==> config.mk <==
export PLATFORM = sky130hd
export DESIGN_NAME = positional_insert_queue_unit
export DESIGN_NICKNAME = d
export VERILOG_FILES = /design/src/hw/rtl/piq_pkg.sv /design/src/hw/rtl/piq_datapath.sv /design/src/hw/rtl/piq_ctrl.sv /design/src/hw/rtl/positional_insert_queue_unit.sv
export SDC_FILE = /design/constraint.sdc
export NUM_CORES = 1
export LEC_CHECK = 0
export BUFFER_PORTS_ARGS = -buffer_cell sky130_fd_sc_hd__buf_4
export CORE_MARGIN = 4
export CORE_UTILIZATION = 35
export CTS_BUF_LIST = sky130_fd_sc_hd__clkbuf_8
export DETAILED_ROUTE_END_ITERATION = 6
export GPL_TIMING_DRIVEN = 0
export SETUP_SLACK_MARGIN = 0.1
export SLEW_MARGIN = 20
export SYNTH_ARGS = -nofsm -noshare
export SYNTH_HDL_FRONTEND = slang
export SYNTH_SLANG_ARGS = --single-unit
==> constraint.sdc <==
create_clock -name clk -period 8.2 [get_ports clk]
set_clock_uncertainty 0.15 [all_clocks]
set_input_delay 1.23 -clock clk [delete_from_list [all_inputs] [get_ports clk]]
set_output_delay 1.23 -clock clk [all_outputs]
set_load 0.01 [all_outputs]
==> src/hw/rtl/piq_pkg.sv <==
// Shared types, field layout and command/status bundles for the positional insert queue.
package piq_pkg;

	// Operation carried by each input item
	typedef enum logic [1:0] {
		ACT_APPEND = 2'd0,
		ACT_INSERT = 2'd1,
		ACT_REMOVE = 2'd2,
		ACT_SEARCH = 2'd3
	} action_t;

	// Result status codes
	typedef enum logic [1:0] {
		ST_OK    = 2'd0,
		ST_EMPTY = 2'd1,
		ST_POS   = 2'd2,
		ST_FULL  = 2'd3
	} status_t;

	// Fixed field widths of the stream payloads
	localparam int ACT_W    = 2;
	localparam int POS_W    = 5;
	localparam int IO_W     = 16;
	localparam int STATUS_W = 2;
	localparam int ECNT_W   = 5;
	localparam int TDATA_W  = 40;

	// Input item layout
	localparam int IN_ACT_LSB = 0;
	localparam int IN_POS_LSB = IN_ACT_LSB + ACT_W;
	localparam int IN_X_LSB   = IN_POS_LSB + POS_W;
	localparam int IN_Y_LSB   = IN_X_LSB + IO_W;

	// Result item layout
	localparam int OUT_STATUS_LSB = 0;
	localparam int OUT_FOUND_LSB  = OUT_STATUS_LSB + STATUS_W;
	localparam int OUT_RX_LSB     = OUT_FOUND_LSB + 1;
	localparam int OUT_RY_LSB     = OUT_RX_LSB + IO_W;
	localparam int OUT_CNT_LSB    = OUT_RY_LSB + IO_W;

	// Controller to datapath commands
	typedef struct packed {
		logic    accept;
		logic    set_err;
		status_t err_code;
		logic    sh_rd;
		logic    sh_wr;
		logic    put;
		logic    rem_rd;
		logic    rem_fin;
		logic    srch_step;
		logic    set_found;
		logic    load_out;
	} cmd_t;

	// Datapath to controller status
	typedef struct packed {
		action_t action;
		logic    pos_bad;
		logic    full;
		logic    empty;
		logic    shift_more;
		logic    srch_hit;
		logic    srch_done;
		logic    out_free;
	} sts_t;

endpackage

==> src/hw/rtl/piq_datapath.sv <==
// Entry memory, count and head pointer, walk index, result and output registers.
module piq_datapath #(
	parameter int DEPTH       = 16,
	parameter int COORD_WIDTH = 16
) (
	input  logic                          clk,
	input  logic                          arst_n,
	input  logic [piq_pkg::TDATA_W-1:0]   s_tdata,
	input  logic                          m_tready,
	input  piq_pkg::cmd_t                 cmd,
	output piq_pkg::sts_t                 sts,
	output logic                          m_tvalid,
	output logic [piq_pkg::TDATA_W-1:0]   m_tdata
);

	localparam int AW = $clog2(DEPTH);
	localparam int CW = $clog2(DEPTH + 1);
	localparam int EW = 2 * COORD_WIDTH;
	localparam int XW = CW + piq_pkg::POS_W;

	// Control state
	logic [CW-1:0] count_q;
	logic [AW-1:0] head_q;
	logic [CW-1:0] idx_q;
	logic          rvalid_s1;
	logic          m_tvalid_q;

	// Payload state
	logic [EW-1:0]                  mem [DEPTH];
	logic [EW-1:0]                  rdata_q;
	logic [CW-1:0]                  pos_q;
	logic [COORD_WIDTH-1:0]         x_q;
	logic [COORD_WIDTH-1:0]         y_q;
	piq_pkg::status_t               res_status_q;
	logic                           res_found_q;
	logic [piq_pkg::IO_W-1:0]       res_rx_q;
	logic [piq_pkg::IO_W-1:0]       res_ry_q;
	logic [piq_pkg::TDATA_W-1:0]    m_tdata_q;

	// Unpacked input item
	piq_pkg::action_t               in_action;
	logic [piq_pkg::POS_W-1:0]      in_pos;
	logic [piq_pkg::IO_W-1:0]       in_x;
	logic [piq_pkg::IO_W-1:0]       in_y;
	logic [31:0]                    x_ext;
	logic [31:0]                    y_ext;
	logic [XW-1:0]                  pos_ext;
	logic [XW-1:0]                  cnt_ext;

	// Memory port controls
	logic                           rd_en;
	logic [AW-1:0]                  rd_addr;
	logic                           wr_en;
	logic [AW-1:0]                  wr_addr;
	logic [EW-1:0]                  wr_data;
	logic                           srch_issue;
	logic [31:0]                    rx_ext;
	logic [31:0]                    ry_ext;

	// Logical slot to physical address in the circular buffer
	function automatic logic [AW-1:0] phys(input logic [AW-1:0] head, input logic [CW-1:0] l);
		logic [CW:0] s;
		s = (CW + 1)'(head) + (CW + 1)'(l);
		if (s >= (CW + 1)'(DEPTH)) begin
			s = s - (CW + 1)'(DEPTH);
		end
		return s[AW-1:0];
	endfunction

	// Input field decode and coordinate sizing
	assign in_action = piq_pkg::action_t'(s_tdata[piq_pkg::IN_ACT_LSB +: piq_pkg::ACT_W]);
	assign in_pos    = s_tdata[piq_pkg::IN_POS_LSB +: piq_pkg::POS_W];
	assign in_x      = s_tdata[piq_pkg::IN_X_LSB +: piq_pkg::IO_W];
	assign in_y      = s_tdata[piq_pkg::IN_Y_LSB +: piq_pkg::IO_W];
	assign x_ext     = {{16{in_x[piq_pkg::IO_W-1]}}, in_x};
	assign y_ext     = {{16{in_y[piq_pkg::IO_W-1]}}, in_y};
	assign pos_ext   = XW'(in_pos);
	assign cnt_ext   = XW'(count_q);

	// Status toward the controller
	always_comb begin
		sts.action     = in_action;
		sts.pos_bad    = (in_action == piq_pkg::ACT_INSERT) && (pos_ext > cnt_ext);
		sts.full       = (count_q == CW'(DEPTH));
		sts.empty      = (count_q == '0);
		sts.shift_more = (idx_q > pos_q);
		sts.srch_hit   = rvalid_s1 && (rdata_q == {y_q, x_q});
		sts.srch_done  = !rvalid_s1 && (idx_q >= count_q);
		sts.out_free   = !m_tvalid_q || m_tready;
	end

	// Memory port selection
	assign srch_issue = cmd.srch_step && (idx_q < count_q);
	always_comb begin
		rd_en   = cmd.sh_rd || cmd.rem_rd || srch_issue;
		rd_addr = head_q;
		if (cmd.sh_rd) begin
			rd_addr = phys(head_q, idx_q - CW'(1));
		end else if (srch_issue) begin
			rd_addr = phys(head_q, idx_q);
		end
		wr_en   = cmd.sh_wr || cmd.put;
		wr_addr = phys(head_q, cmd.put ? pos_q : idx_q);
		wr_data = cmd.put ? {y_q, x_q} : rdata_q;
	end

	// Entry memory with registered read
	always_ff @(posedge clk) begin
		if (wr_en) begin
			mem[wr_addr] <= wr_data;
		end
		if (rd_en) begin
			rdata_q <= mem[rd_addr];
		end
	end

	// Count, head, walk index
	always_ff @(posedge clk or negedge arst_n) begin
		if (!arst_n) begin
			count_q    <= '0;
			head_q     <= '0;
			idx_q      <= '0;
			rvalid_s1  <= 1'b0;
			m_tvalid_q <= 1'b0;
		end else begin
			if (cmd.accept) begin
				idx_q     <= (in_action == piq_pkg::ACT_SEARCH) ? '0 : count_q;
				rvalid_s1 <= 1'b0;
			end
			if (cmd.sh_wr) begin
				idx_q <= idx_q - CW'(1);
			end
			if (cmd.srch_step) begin
				rvalid_s1 <= srch_issue;
				if (srch_issue) begin
					idx_q <= idx_q + CW'(1);
				end
			end
			if (cmd.put) begin
				count_q <= count_q + CW'(1);
			end
			if (cmd.rem_fin) begin
				count_q <= count_q - CW'(1);
				head_q  <= (head_q == AW'(DEPTH - 1)) ? '0 : head_q + AW'(1);
			end
			if (cmd.load_out) begin
				m_tvalid_q <= 1'b1;
			end else if (m_tready) begin
				m_tvalid_q <= 1'b0;
			end
		end
	end

	// Removed head, sign-extended back to the port width
	assign rx_ext = 32'($signed(rdata_q[COORD_WIDTH-1:0]));
	assign ry_ext = 32'($signed(rdata_q[EW-1:COORD_WIDTH]));

	// Operand and result registers
	always_ff @(posedge clk) begin
		if (cmd.accept) begin
			pos_q        <= (in_action == piq_pkg::ACT_APPEND) ? count_q : pos_ext[CW-1:0];
			x_q          <= x_ext[COORD_WIDTH-1:0];
			y_q          <= y_ext[COORD_WIDTH-1:0];
			res_status_q <= piq_pkg::ST_OK;
			res_found_q  <= 1'b0;
			res_rx_q     <= '0;
			res_ry_q     <= '0;
		end
		if (cmd.set_err) begin
			res_status_q <= cmd.err_code;
		end
		if (cmd.set_found) begin
			res_found_q <= 1'b1;
		end
		if (cmd.rem_fin) begin
			res_rx_q <= rx_ext[piq_pkg::IO_W-1:0];
			res_ry_q <= ry_ext[piq_pkg::IO_W-1:0];
		end
		if (cmd.load_out) begin
			m_tdata_q <= {cnt_ext[piq_pkg::ECNT_W-1:0], res_ry_q, res_rx_q,
				res_found_q, res_status_q};
		end
	end

	assign m_tvalid = m_tvalid_q;
	assign m_tdata  = m_tdata_q;

endmodule

==> src/hw/rtl/piq_ctrl.sv <==
// Sequencer for the positional insert queue: decodes each item and steps the datapath.
module piq_ctrl (
	input  logic          clk,
	input  logic          arst_n,
	input  logic          s_tvalid,
	output logic          s_tready,
	input  piq_pkg::sts_t sts,
	output piq_pkg::cmd_t cmd
);

	typedef enum logic [7:0] {
		S_IDLE    = 8'b0000_0001,
		S_SH_RD   = 8'b0000_0010,
		S_SH_WR   = 8'b0000_0100,
		S_REM_RD  = 8'b0000_1000,
		S_REM_FIN = 8'b0001_0000,
		S_SRCH    = 8'b0010_0000,
		S_RESP    = 8'b0100_0000,
		S_SPARE   = 8'b1000_0000
	} state_t;

	state_t state_q;
	state_t state_d;

	// State register
	always_ff @(posedge clk or negedge arst_n) begin
		if (!arst_n) begin
			state_q <= S_IDLE;
		end else begin
			state_q <= state_d;
		end
	end

	// Next state and commands
	always_comb begin
		state_d  = state_q;
		cmd      = '0;
		s_tready = 1'b0;
		case (state_q)
			S_IDLE: begin
				s_tready = 1'b1;
				if (s_tvalid) begin
					cmd.accept = 1'b1;
					case (sts.action)
						piq_pkg::ACT_APPEND, piq_pkg::ACT_INSERT: begin
							if (sts.pos_bad) begin
								cmd.set_err  = 1'b1;
								cmd.err_code = piq_pkg::ST_POS;
								state_d      = S_RESP;
							end else if (sts.full) begin
								cmd.set_err  = 1'b1;
								cmd.err_code = piq_pkg::ST_FULL;
								state_d      = S_RESP;
							end else begin
								state_d = S_SH_RD;
							end
						end
						piq_pkg::ACT_REMOVE: begin
							if (sts.empty) begin
								cmd.set_err  = 1'b1;
								cmd.err_code = piq_pkg::ST_EMPTY;
								state_d      = S_RESP;
							end else begin
								state_d = S_REM_RD;
							end
						end
						piq_pkg::ACT_SEARCH: begin
							state_d = S_SRCH;
						end
						default: begin
							state_d = S_RESP;
						end
					endcase
				end
			end
			// Move one entry toward the tail, or drop the new one in its slot
			S_SH_RD: begin
				if (sts.shift_more) begin
					cmd.sh_rd = 1'b1;
					state_d   = S_SH_WR;
				end else begin
					cmd.put = 1'b1;
					state_d = S_RESP;
				end
			end
			S_SH_WR: begin
				cmd.sh_wr = 1'b1;
				state_d   = S_SH_RD;
			end
			S_REM_RD: begin
				cmd.rem_rd = 1'b1;
				state_d    = S_REM_FIN;
			end
			S_REM_FIN: begin
				cmd.rem_fin = 1'b1;
				state_d     = S_RESP;
			end
			// Pipelined walk: one read issued and one compare per cycle
			S_SRCH: begin
				cmd.srch_step = 1'b1;
				if (sts.srch_hit) begin
					cmd.set_found = 1'b1;
					state_d       = S_RESP;
				end else if (sts.srch_done) begin
					state_d = S_RESP;
				end
			end
			S_RESP: begin
				if (sts.out_free) begin
					cmd.load_out = 1'b1;
					state_d      = S_IDLE;
				end
			end
			default: begin
				state_d = S_IDLE;
			end
		endcase
	end

endmodule

==> src/hw/rtl/positional_insert_queue_unit.sv <==
// Positional insert queue: top level joining the sequencer and the datapath.
//
// An ordered queue of up to DEPTH (x, y) entries kept in a single-port-style
// circular buffer (one write and one registered read per cycle). Each input
// item appends, inserts in front of a position, removes the head or searches
// for an equal entry, and gives exactly one result item with status, found
// flag, removed entry and the count after the operation. Errors (remove from
// empty, position beyond count, queue full) leave the queue unchanged. One
// item is worked at a time; s_tready is high only while the sequencer is idle.
// Each entry that an insert moves takes one read and one write of the memory,
// and a search walk issues one read per cycle and stops at the first match.
// The result sits in an output register, so the next item is taken while it
// waits.
module positional_insert_queue_unit #(
	parameter int DEPTH       = 16,
	parameter int COORD_WIDTH = 16
) (
	input  logic                         clk,
	input  logic                         arst_n,
	input  logic                         s_tvalid,
	output logic                         s_tready,
	// action[1:0], position[6:2], item_x[22:7], item_y[38:23], zero[39]
	input  logic [piq_pkg::TDATA_W-1:0]  s_tdata,
	output logic                         m_tvalid,
	input  logic                         m_tready,
	// status[1:0], found[2], removed_x[18:3], removed_y[34:19], entry_count[39:35]
	output logic [piq_pkg::TDATA_W-1:0]  m_tdata
);

	piq_pkg::cmd_t cmd;
	piq_pkg::sts_t sts;

	piq_ctrl u_ctrl (
		.clk      (clk),
		.arst_n   (arst_n),
		.s_tvalid (s_tvalid),
		.s_tready (s_tready),
		.sts      (sts),
		.cmd      (cmd)
	);

	piq_datapath #(
		.DEPTH       (DEPTH),
		.COORD_WIDTH (COORD_WIDTH)
	) u_datapath (
		.clk      (clk),
		.arst_n   (arst_n),
		.s_tdata  (s_tdata),
		.m_tready (m_tready),
		.cmd      (cmd),
		.sts      (sts),
		.m_tvalid (m_tvalid),
		.m_tdata  (m_tdata)
	);

`ifndef ASSERT_OFF
	// One item at a time: the sequencer leaves idle after every accept
	a_busy_after_accept: assert property (@(posedge clk) disable iff (!arst_n)
		s_tvalid && s_tready |=> !s_tready)
		else $error("input taken while an item is in progress");

	// A failed operation reports no removed entry and no match
	a_err_clean: assert property (@(posedge clk) disable iff (!arst_n)
		m_tvalid && (m_tdata[piq_pkg::OUT_STATUS_LSB +: piq_pkg::STATUS_W] != piq_pkg::ST_OK)
		|-> (m_tdata[piq_pkg::OUT_RY_LSB + piq_pkg::IO_W - 1:piq_pkg::OUT_FOUND_LSB] == '0))
		else $error("error result carries data");

	// A result is only loaded when the output register can take it
	a_load_free: assert property (@(posedge clk) disable iff (!arst_n)
		cmd.load_out |-> sts.out_free)
		else $error("result overwrote a pending output item");
`endif

endmodule
# --- Yosys cells after proc, flatten, opt, wreduce, memory -nomap -nowiden ---
# Memories as Yosys holds them, arrays and structs flattened. A register that Yosys moved wholly into a read port is not among the register bits.
# Index checks and enable logic that the tools add are counted.
totals:
  ramBits: 512
  output_inout_bits: 42
  n_memories: 1
  ff_bits: 136
op_classes:
  add_sub_neg: 11
  n_lt_le_gt_ge: 7
  n_mux: 55
  reduce_logical: 19
  n_eq_ne: 16
mem_list:
  columns: ["name", "words", "width", "rd", "rd_ports_with_merged_regs", "write_ports", "line_no", "source"]
  rows:
  - ["u_datapath.mem", 16, 32, 1, 1, 1, "piq_datapath.sv:29", "logic [EW-1:0] mem [DEPTH];"]
ops:
  columns: ["op", "count"]
  rows:
  - ["one-hot mux 8 bit (7 select lines)", 1]
  - ["two-way mux 16 bit", 3]
  - ["two-way mux 5 bit", 9]
  - ["two-way mux 8 bit", 5]
  - ["equality test 32 bit", 1]
  - ["two-way mux 32 bit", 1]
  - ["two-way mux 4 bit", 8]
  - ["one-hot mux 8 bit (3 select lines)", 1]
  - ["two-way mux 7 bit", 3]
  - ["adder 4 x 5 -> 6 bit", 3]
  - ["greater-or-equal comparator 6 x 5 -> 1 bit, second input constant", 3]
  - ["two-way mux 1 bit", 17]
  - ["subtractor 4 x 1 -> 4 bit, second input constant", 3]
  - ["adder 5 x 1 -> 5 bit, second input constant", 2]
  - ["> comparator 5 bit", 2]
  - ["nonzero test 2 bit", 5]
  - ["subtractor 5 x 1 -> 5 bit, second input constant", 2]
  - ["two-way mux 3 bit", 3]
  - ["equality test 8 x 1 -> 1 bit, second input constant", 1]
  - ["equality test 8 x 2 -> 1 bit, second input constant", 1]
  - ["equality test 8 x 3 -> 1 bit, second input constant", 1]
  - ["equality test 8 x 4 -> 1 bit, second input constant", 1]
  - ["equality test 8 x 5 -> 1 bit, second input constant", 1]
  - ["equality test 8 x 6 -> 1 bit, second input constant", 1]
  - ["other kinds (19)", 30]

# --- Longest topological paths before layout ---
logic_depth:
  ltp_word: 10
  ltp_mapped: 16

# --- Cells and area by module ---
# Synthesis repeated with hierarchy kept, for this count alone.
hier_totals:
  hier_cells: 1667
  hier_area_um2: 28061.9
modules_own_cells:
  columns: ["module", "area_per_inst_um2", "cells_each", "instances"]
  rows:
  - ["piq_datapath", 27422.6, 1595, 1]
  - ["piq_ctrl", 639.4, 72, 1]

# --- Worst setup path before layout ---
# OpenSTA, ideal clock, no wires.
synth_path:
  kind: "reg-to-reg"
  from: "reg u_datapath.idx_q[1]"
  to: "mem u_datapath.mem[11][0] in the netlist's numbering, enable pin"
  arrival_ps: 5589
  path_slack_ps: 2000
  path_stages_with_launch: 15
  path_buffers: 2
  cell_sequence: "dfrtp_1 > ha_1 > nor2b_1 > o21ai_0 > a32oi_2 > nor2_1 > buf_2 > buf_2 > nand2_1 > o21ai_0 > ha_1 > inv_1 > fa_1 > or3b_2 > nor3_1"
synth_between:
  elab_chain_len: 7
synth_lines:
  columns: ["element", "line_no", "source"]
  rows:
  - ["from (decl)", "piq_datapath.sv:24", "logic [CW-1:0] idx_q;"]
  - ["from (signal assigned)", "piq_datapath.sv:127", "idx_q <= (in_action == piq_pkg::ACT_SEARCH) ? '0 : count_q;"]
  - ["from (signal assigned)", "piq_datapath.sv:131", "idx_q <= idx_q - CW'(1);"]
  - ["from (signal assigned)", "piq_datapath.sv:136", "idx_q <= idx_q + CW'(1);"]
  - ["> comparator 5 bit", "piq_datapath.sv:86", "sts.shift_more = (idx_q > pos_q);"]
  - ["two-way mux 1 bit", "piq_ctrl.sv:78", "if (sts.shift_more) begin"]
  - ["two-way mux 1 bit", "piq_ctrl.sv:39", "case (state_q)"]
  - ["two-way mux 5 bit", "piq_datapath.sv:103", "wr_addr = phys(head_q, cmd.put ? pos_q : idx_q);"]
  - ["adder 4 x 5 -> 6 bit", "piq_datapath.sv:63", "s = (CW + 1)'(head) + (CW + 1)'(l);"]
  - ["greater-or-equal comparator 6 x 5 -> 1 bit / subtractor 4 x 1 -> 4 bit (equally long branches)", "piq_datapath.sv:64, piq_datapath.sv:65", null]
  - ["two-way mux 4 bit", "piq_datapath.sv:64", "if (s >= (CW + 1)'(DEPTH)) begin"]
  - ["to (decl)", "piq_datapath.sv:29", null]
# Several ways; a longest one is shown, not always the timed one.

# --- Worst setup path after layout ---
layout_path:
  from: "reg u_datapath.idx_q[1]"
  to: "mem u_datapath.mem[4][13] in the netlist's numbering, enable pin"
# The elaborated chain is that of the path after synthesis.

==> results.json <==
{
  "run_status": "finished, final reports clean",
  "slew_headroom_pct": 30.1,
  "grt_start_max_net_pins": 34,
  "cts.hold.buffers_added": 0,
  "yosys_warnings": 0,
  "placementRows": 103,
  "placed_cells": 3111,
  "post-cts-setup-buffers": 0,
  "cts_resized": 0,
  "worstPathBufferInverterCount": 4,
  "antenna_found_initial": 4,
  "most_used_dff_post_synth": "sky130_fd_sc_hd__edfxtp_1",
  "cts-root-buf": "sky130_fd_sc_hd__clkbuf_8",
  "die-area_um2": 84800,
  "io_buffer_count": 84,
  "dieWidth_um": 291,
  "final_min_period_over_clock_period_pct": 74.8,
  "post_synth_top_area_cell": "sky130_fd_sc_hd__edfxtp_1",
  "power_density_nw_per_um2": 261,
  "grt_pass1_wl_um": 115000,
  "rsz0062_at_grt": "no",
  "dp_hpwl_um": 55600,
  "cpMaxStageDelayCell": "sky130_fd_sc_hd__nor3_2",
  "die_height_um": 291,
  "cts_tree": "done",
  "worst_skew_pair.late_latency_ns": 0.72,
  "layout_setup_ws_ns": 2.06,
  "final_antenna_net_count": 0,
  "grt_use_total_pct": 18.0,
  "path_delay_family": "simple AND/OR/NAND/NOR gates",
  "power.ir.vdd_worst_uv": 109,
  "aggregate_negative_setup_slack_ns": 0,
  "timing.hold.worst.class": "in2async",
  "worst_ep_required_ns": 8.46,
  "fmax_mhz": 163,
  "finalSetupViolations": 0,
  "drt-wirelength-per-cell_um": 23.7,
  "synthesis.area_um2": 28100,
  "critical_setup_path_class": "reg2reg",
  "critical_path.max_stage_delay_ns": 0.77,
  "floorplan.initialDensity_pct": 35.4,
  "fillers": 7257,
  "syn_area_per_cell_um2": 14.7,
  "finalWeightedCongestion": 0.875,
  "post_synth_num_cell_types": 72,
  "core_footprint_um2": 79300,
  "ys_seq_area_share_pct": 72.2,
  "synth_top_area_share_pct": 70.1,
  "grt.met1_usage_pct": 23.7,
  "final.hold.worst_slack_ns": 0.250,
  "timing.critical_path.depth": 16,
  "dr.first_iter.drc_count": 1964,
  "clkSlewWorstSetupHoldPaths_ns": 0.07,
  "use_met3_pct": 4.07,
  "finalHoldViolations": 0,
  "viasPerCell": 5.46,
  "grt_util_met2_pct": 29.7,
  "grt_pass1_vias": 17881,
  "worst_ep_arrival_time_ns": 6.39,
  "finalNetCount": 2253,
  "period_minus_slack_ns": 6.14,
  "tightestPinTransition_ns": 1.05,
  "layout_overhead_on_the_synthesized_area_pct": 16.8,
  "drv_slew": 0,
  "cp-end-kind": "flip-flop",
  "synthesis.instances": 1908,
  "number_of_synthesized_flops_with_an_enable_pin": 655,
  "gr-total-overflow": 0,
  "dp_slack_ns": 2.13,
  "h_tree_level_count": 3,
  "remaining_drc_errors": 0,
  "path_cells": "ha_1 > nor2b_1 > o21ai_0 > a32oi_2 > nor2_1 > buf_2 > buf_2 > mux2_2 > ha_1 > a21oi_1 > nand2_1 > xnor2_1 > xnor2_1 > nor3_2 > buf_4 > buf_4",
  "cp_max_fo": 10,
  "total_cts_buffers": 111,
  "vias": 18105,
  "yosys_register_bits": 679,
  "synth_area_leaders": "sky130_fd_sc_hd__edfxtp_1 (70%), sky130_fd_sc_hd__nand3_1 (4.2%), sky130_fd_sc_hd__o21ai_0 (2.5%), sky130_fd_sc_hd__mux2i_1 (2.4%), sky130_fd_sc_hd__a221o_1 (2.3%)",
  "worst_setup_path_start_kind": "flip-flop",
  "drt_pass1_iterations": 5,
  "synth.net_count": 1987,
  "static-leakage-power_nw": 11.2,
  "final_layout_size_suffix_gt1_share_pct": 18.8,
  "grt.busiest_layer": "met2",
  "max-cap-violations": 0,
  "asyncSetResetFlopFracSynth_pct": 3.39,
  "clock_sink_total": 679,
  "reg2reg_depth": 16,
  "wirelength_um": 78500,
  "final-instance-count-excl-fill": 3317,
  "io-pin-count": 86,
  "final_core_util_pct": 41.4,
  "ctsLongestPathBuffers": 3
}
-- through the flow --
stage | instance area (µm²) | total power [mW]
2_1_floorplan | 28100 | 5.19
3_3_place_gp | 30000 | 5.75
3_5_place_dp | 30700 | 5.82
4_1_cts | 32800 | 8.61
5_1_grt | 32800 | 8.94
6_report | 32800 | 8.55
-- per-layer routing --
metal,part of all wire [%],wire [µm]
met5,0,0
met4,2.6,2050
met1,40,31600
met2,48,37600
met3,9.2,7210
-- flip-flops by register name, indices dropped and copies added (netlist names) --
register,cells
u_datapath.m_tdata,40
u_datapath.res_ry_q,16
u_datapath.m_tvalid,1
u_datapath.mem,512
u_ctrl.state_q,7
u_datapath.head_q,4
u_datapath.idx_q,5
u_datapath.rvalid_s1,1
u_datapath.res_rx_q,16
u_datapath.count_q,5
u_datapath.res_found_q,1
u_datapath.x_q,16
u_datapath.rdata_q,32
u_datapath.y_q,16
u_datapath.pos_q,5
u_datapath.res_status_q,2
-- Yosys cell counts, types with 23 or more instances --
library cell	instances
sky130_fd_sc_hd__edfxtp_1	655
sky130_fd_sc_hd__inv_1	24
sky130_fd_sc_hd__a221o_1	64
sky130_fd_sc_hd__mux2i_1	66
sky130_fd_sc_hd__nand3_1	237
sky130_fd_sc_hd__nand2_1	94
sky130_fd_sc_hd__a22oi_1	32
sky130_fd_sc_hd__ha_1	31
sky130_fd_sc_hd__buf_2	43
sky130_fd_sc_hd__a31oi_1	65
sky130_fd_sc_hd__mux2_2	37
sky130_fd_sc_hd__a21oi_1	84
sky130_fd_sc_hd__o21ai_0	139
sky130_fd_sc_hd__nor2_1	23
sky130_fd_sc_hd__nor3_1	26
sky130_fd_sc_hd__clkbuf_1	70
sky130_fd_sc_hd__and2_1	33
sky130_fd_sc_hd__xnor2_1	38
-- worst paths after layout --
kind	from	slack [ns]	to
max	u_datapath.idx_q[1]$_DFF_PN0_	2.06	u_datapath.mem[4][13]$_DFFE_PP_
min	arst_n	0.25	u_datapath.idx_q[4]$_DFF_PN0_
max reg2reg	u_datapath.idx_q[1]$_DFF_PN0_	2.06	u_datapath.mem[4][13]$_DFFE_PP_
min reg2reg	u_datapath.res_ry_q[7]$_SDFFCE_PN0P_	0.27	u_datapath.m_tdata[26]$_DFFE_PP_
max in group asynchronous	arst_n	7.34	u_ctrl.state_q[0]$_DFFE_PN1P_
min in group clk	u_datapath.res_ry_q[7]$_SDFFCE_PN0P_	0.27	u_datapath.m_tdata[26]$_DFFE_PP_
-- layout make-up --
| type | instances | area [µm²] | share of cell area, % |
|---|---|---|---|
| inverter | 25 | 95.1 | 0.290 |
| clock buffer | 111 | 1530 | 4.66 |
| sequential | 679 | 20300 | 61.8 |
| multi-input combinational | 1074 | 7170 | 21.9 |
| timing repair buffer | 153 | 1200 | 3.68 |
| clock inverter | 94 | 573 | 1.75 |
| buffer | 130 | 622 | 1.90 |
| tap | 1050 | 1310 | 4.01 |
| antenna | 1 | 2.50 | 0.00763 |
-- worst register-to-register path: stages (launching register included) --
cell	delay, ns
sky130_fd_sc_hd__dfrtp_1	0.55
sky130_fd_sc_hd__ha_1	0.34
sky130_fd_sc_hd__nor2b_1	0.14
sky130_fd_sc_hd__o21ai_0	0.25
sky130_fd_sc_hd__a32oi_2	0.22
sky130_fd_sc_hd__nor2_1	0.51
sky130_fd_sc_hd__buf_2	0.44
sky130_fd_sc_hd__buf_2	0.34
sky130_fd_sc_hd__mux2_2	0.40
sky130_fd_sc_hd__ha_1	0.33
sky130_fd_sc_hd__a21oi_1	0.16
sky130_fd_sc_hd__nand2_1	0.08
sky130_fd_sc_hd__xnor2_1	0.26
sky130_fd_sc_hd__xnor2_1	0.34
sky130_fd_sc_hd__nor3_2	0.77
sky130_fd_sc_hd__buf_4	0.33
sky130_fd_sc_hd__buf_4	0.20
-- cell families after synthesis --
group           synth area share (%)
compound gates                  9.87
mux                             3.84
buf+inv                         2.55
simple gates                    8.29
flops                           72.2
xor+xnor                        1.56
fa+ha+maj                       1.67
-- cell usage in the layout, fill, tap and decap left out, types with 4 or more instances in the layout --
master / Yosys / routed
sky130_fd_sc_hd__clkbuf_1: 70 / 70
sky130_fd_sc_hd__dfrtp_1: 22 / 22
sky130_fd_sc_hd__mux2i_1: 66 / 66
sky130_fd_sc_hd__bufinv_16: 0 / 6
sky130_fd_sc_hd__buf_4: 11 / 158
sky130_fd_sc_hd__nand2_1: 94 / 93
sky130_fd_sc_hd__and2_1: 33 / 33
sky130_fd_sc_hd__nor2_1: 23 / 23
sky130_fd_sc_hd__nor3_2: 2 / 18
sky130_fd_sc_hd__a221o_1: 64 / 64
sky130_fd_sc_hd__clkinv_2: 0 / 13
sky130_fd_sc_hd__a31oi_1: 65 / 65
sky130_fd_sc_hd__xnor2_1: 38 / 38
sky130_fd_sc_hd__fa_1: 4 / 4
sky130_fd_sc_hd__o21ai_0: 139 / 139
sky130_fd_sc_hd__o21ai_1: 7 / 7
sky130_fd_sc_hd__nand4_1: 10 / 10
sky130_fd_sc_hd__edfxtp_1: 655 / 655
sky130_fd_sc_hd__clkinv_1: 1 / 39
sky130_fd_sc_hd__a211oi_1: 4 / 4
sky130_fd_sc_hd__buf_2: 43 / 43
sky130_fd_sc_hd__and3_1: 4 / 4
sky130_fd_sc_hd__nor3_1: 26 / 10
sky130_fd_sc_hd__clkbuf_8: 0 / 111
sky130_fd_sc_hd__a21o_1: 10 / 10
sky130_fd_sc_hd__inv_1: 24 / 53
sky130_fd_sc_hd__clkinvlp_4: 0 / 6
sky130_fd_sc_hd__xor2_1: 12 / 12
sky130_fd_sc_hd__buf_6: 5 / 8
sky130_fd_sc_hd__ha_1: 31 / 31
sky130_fd_sc_hd__mux2_2: 37 / 37
sky130_fd_sc_hd__a21oi_1: 84 / 84
sky130_fd_sc_hd__nand3_1: 237 / 237
sky130_fd_sc_hd__a22oi_1: 32 / 32
-- power by group --
group / switching [mW] / internal, mW / leakage (nW)
clock network: 1.34 / 1.45 / 1.16
logic: 1.03 / 0.456 / 3.79
registers: 0.154 / 4.13 / 6.25
total: 2.52 / 6.04 / 11.2
(Power assumes the default switching activity.)
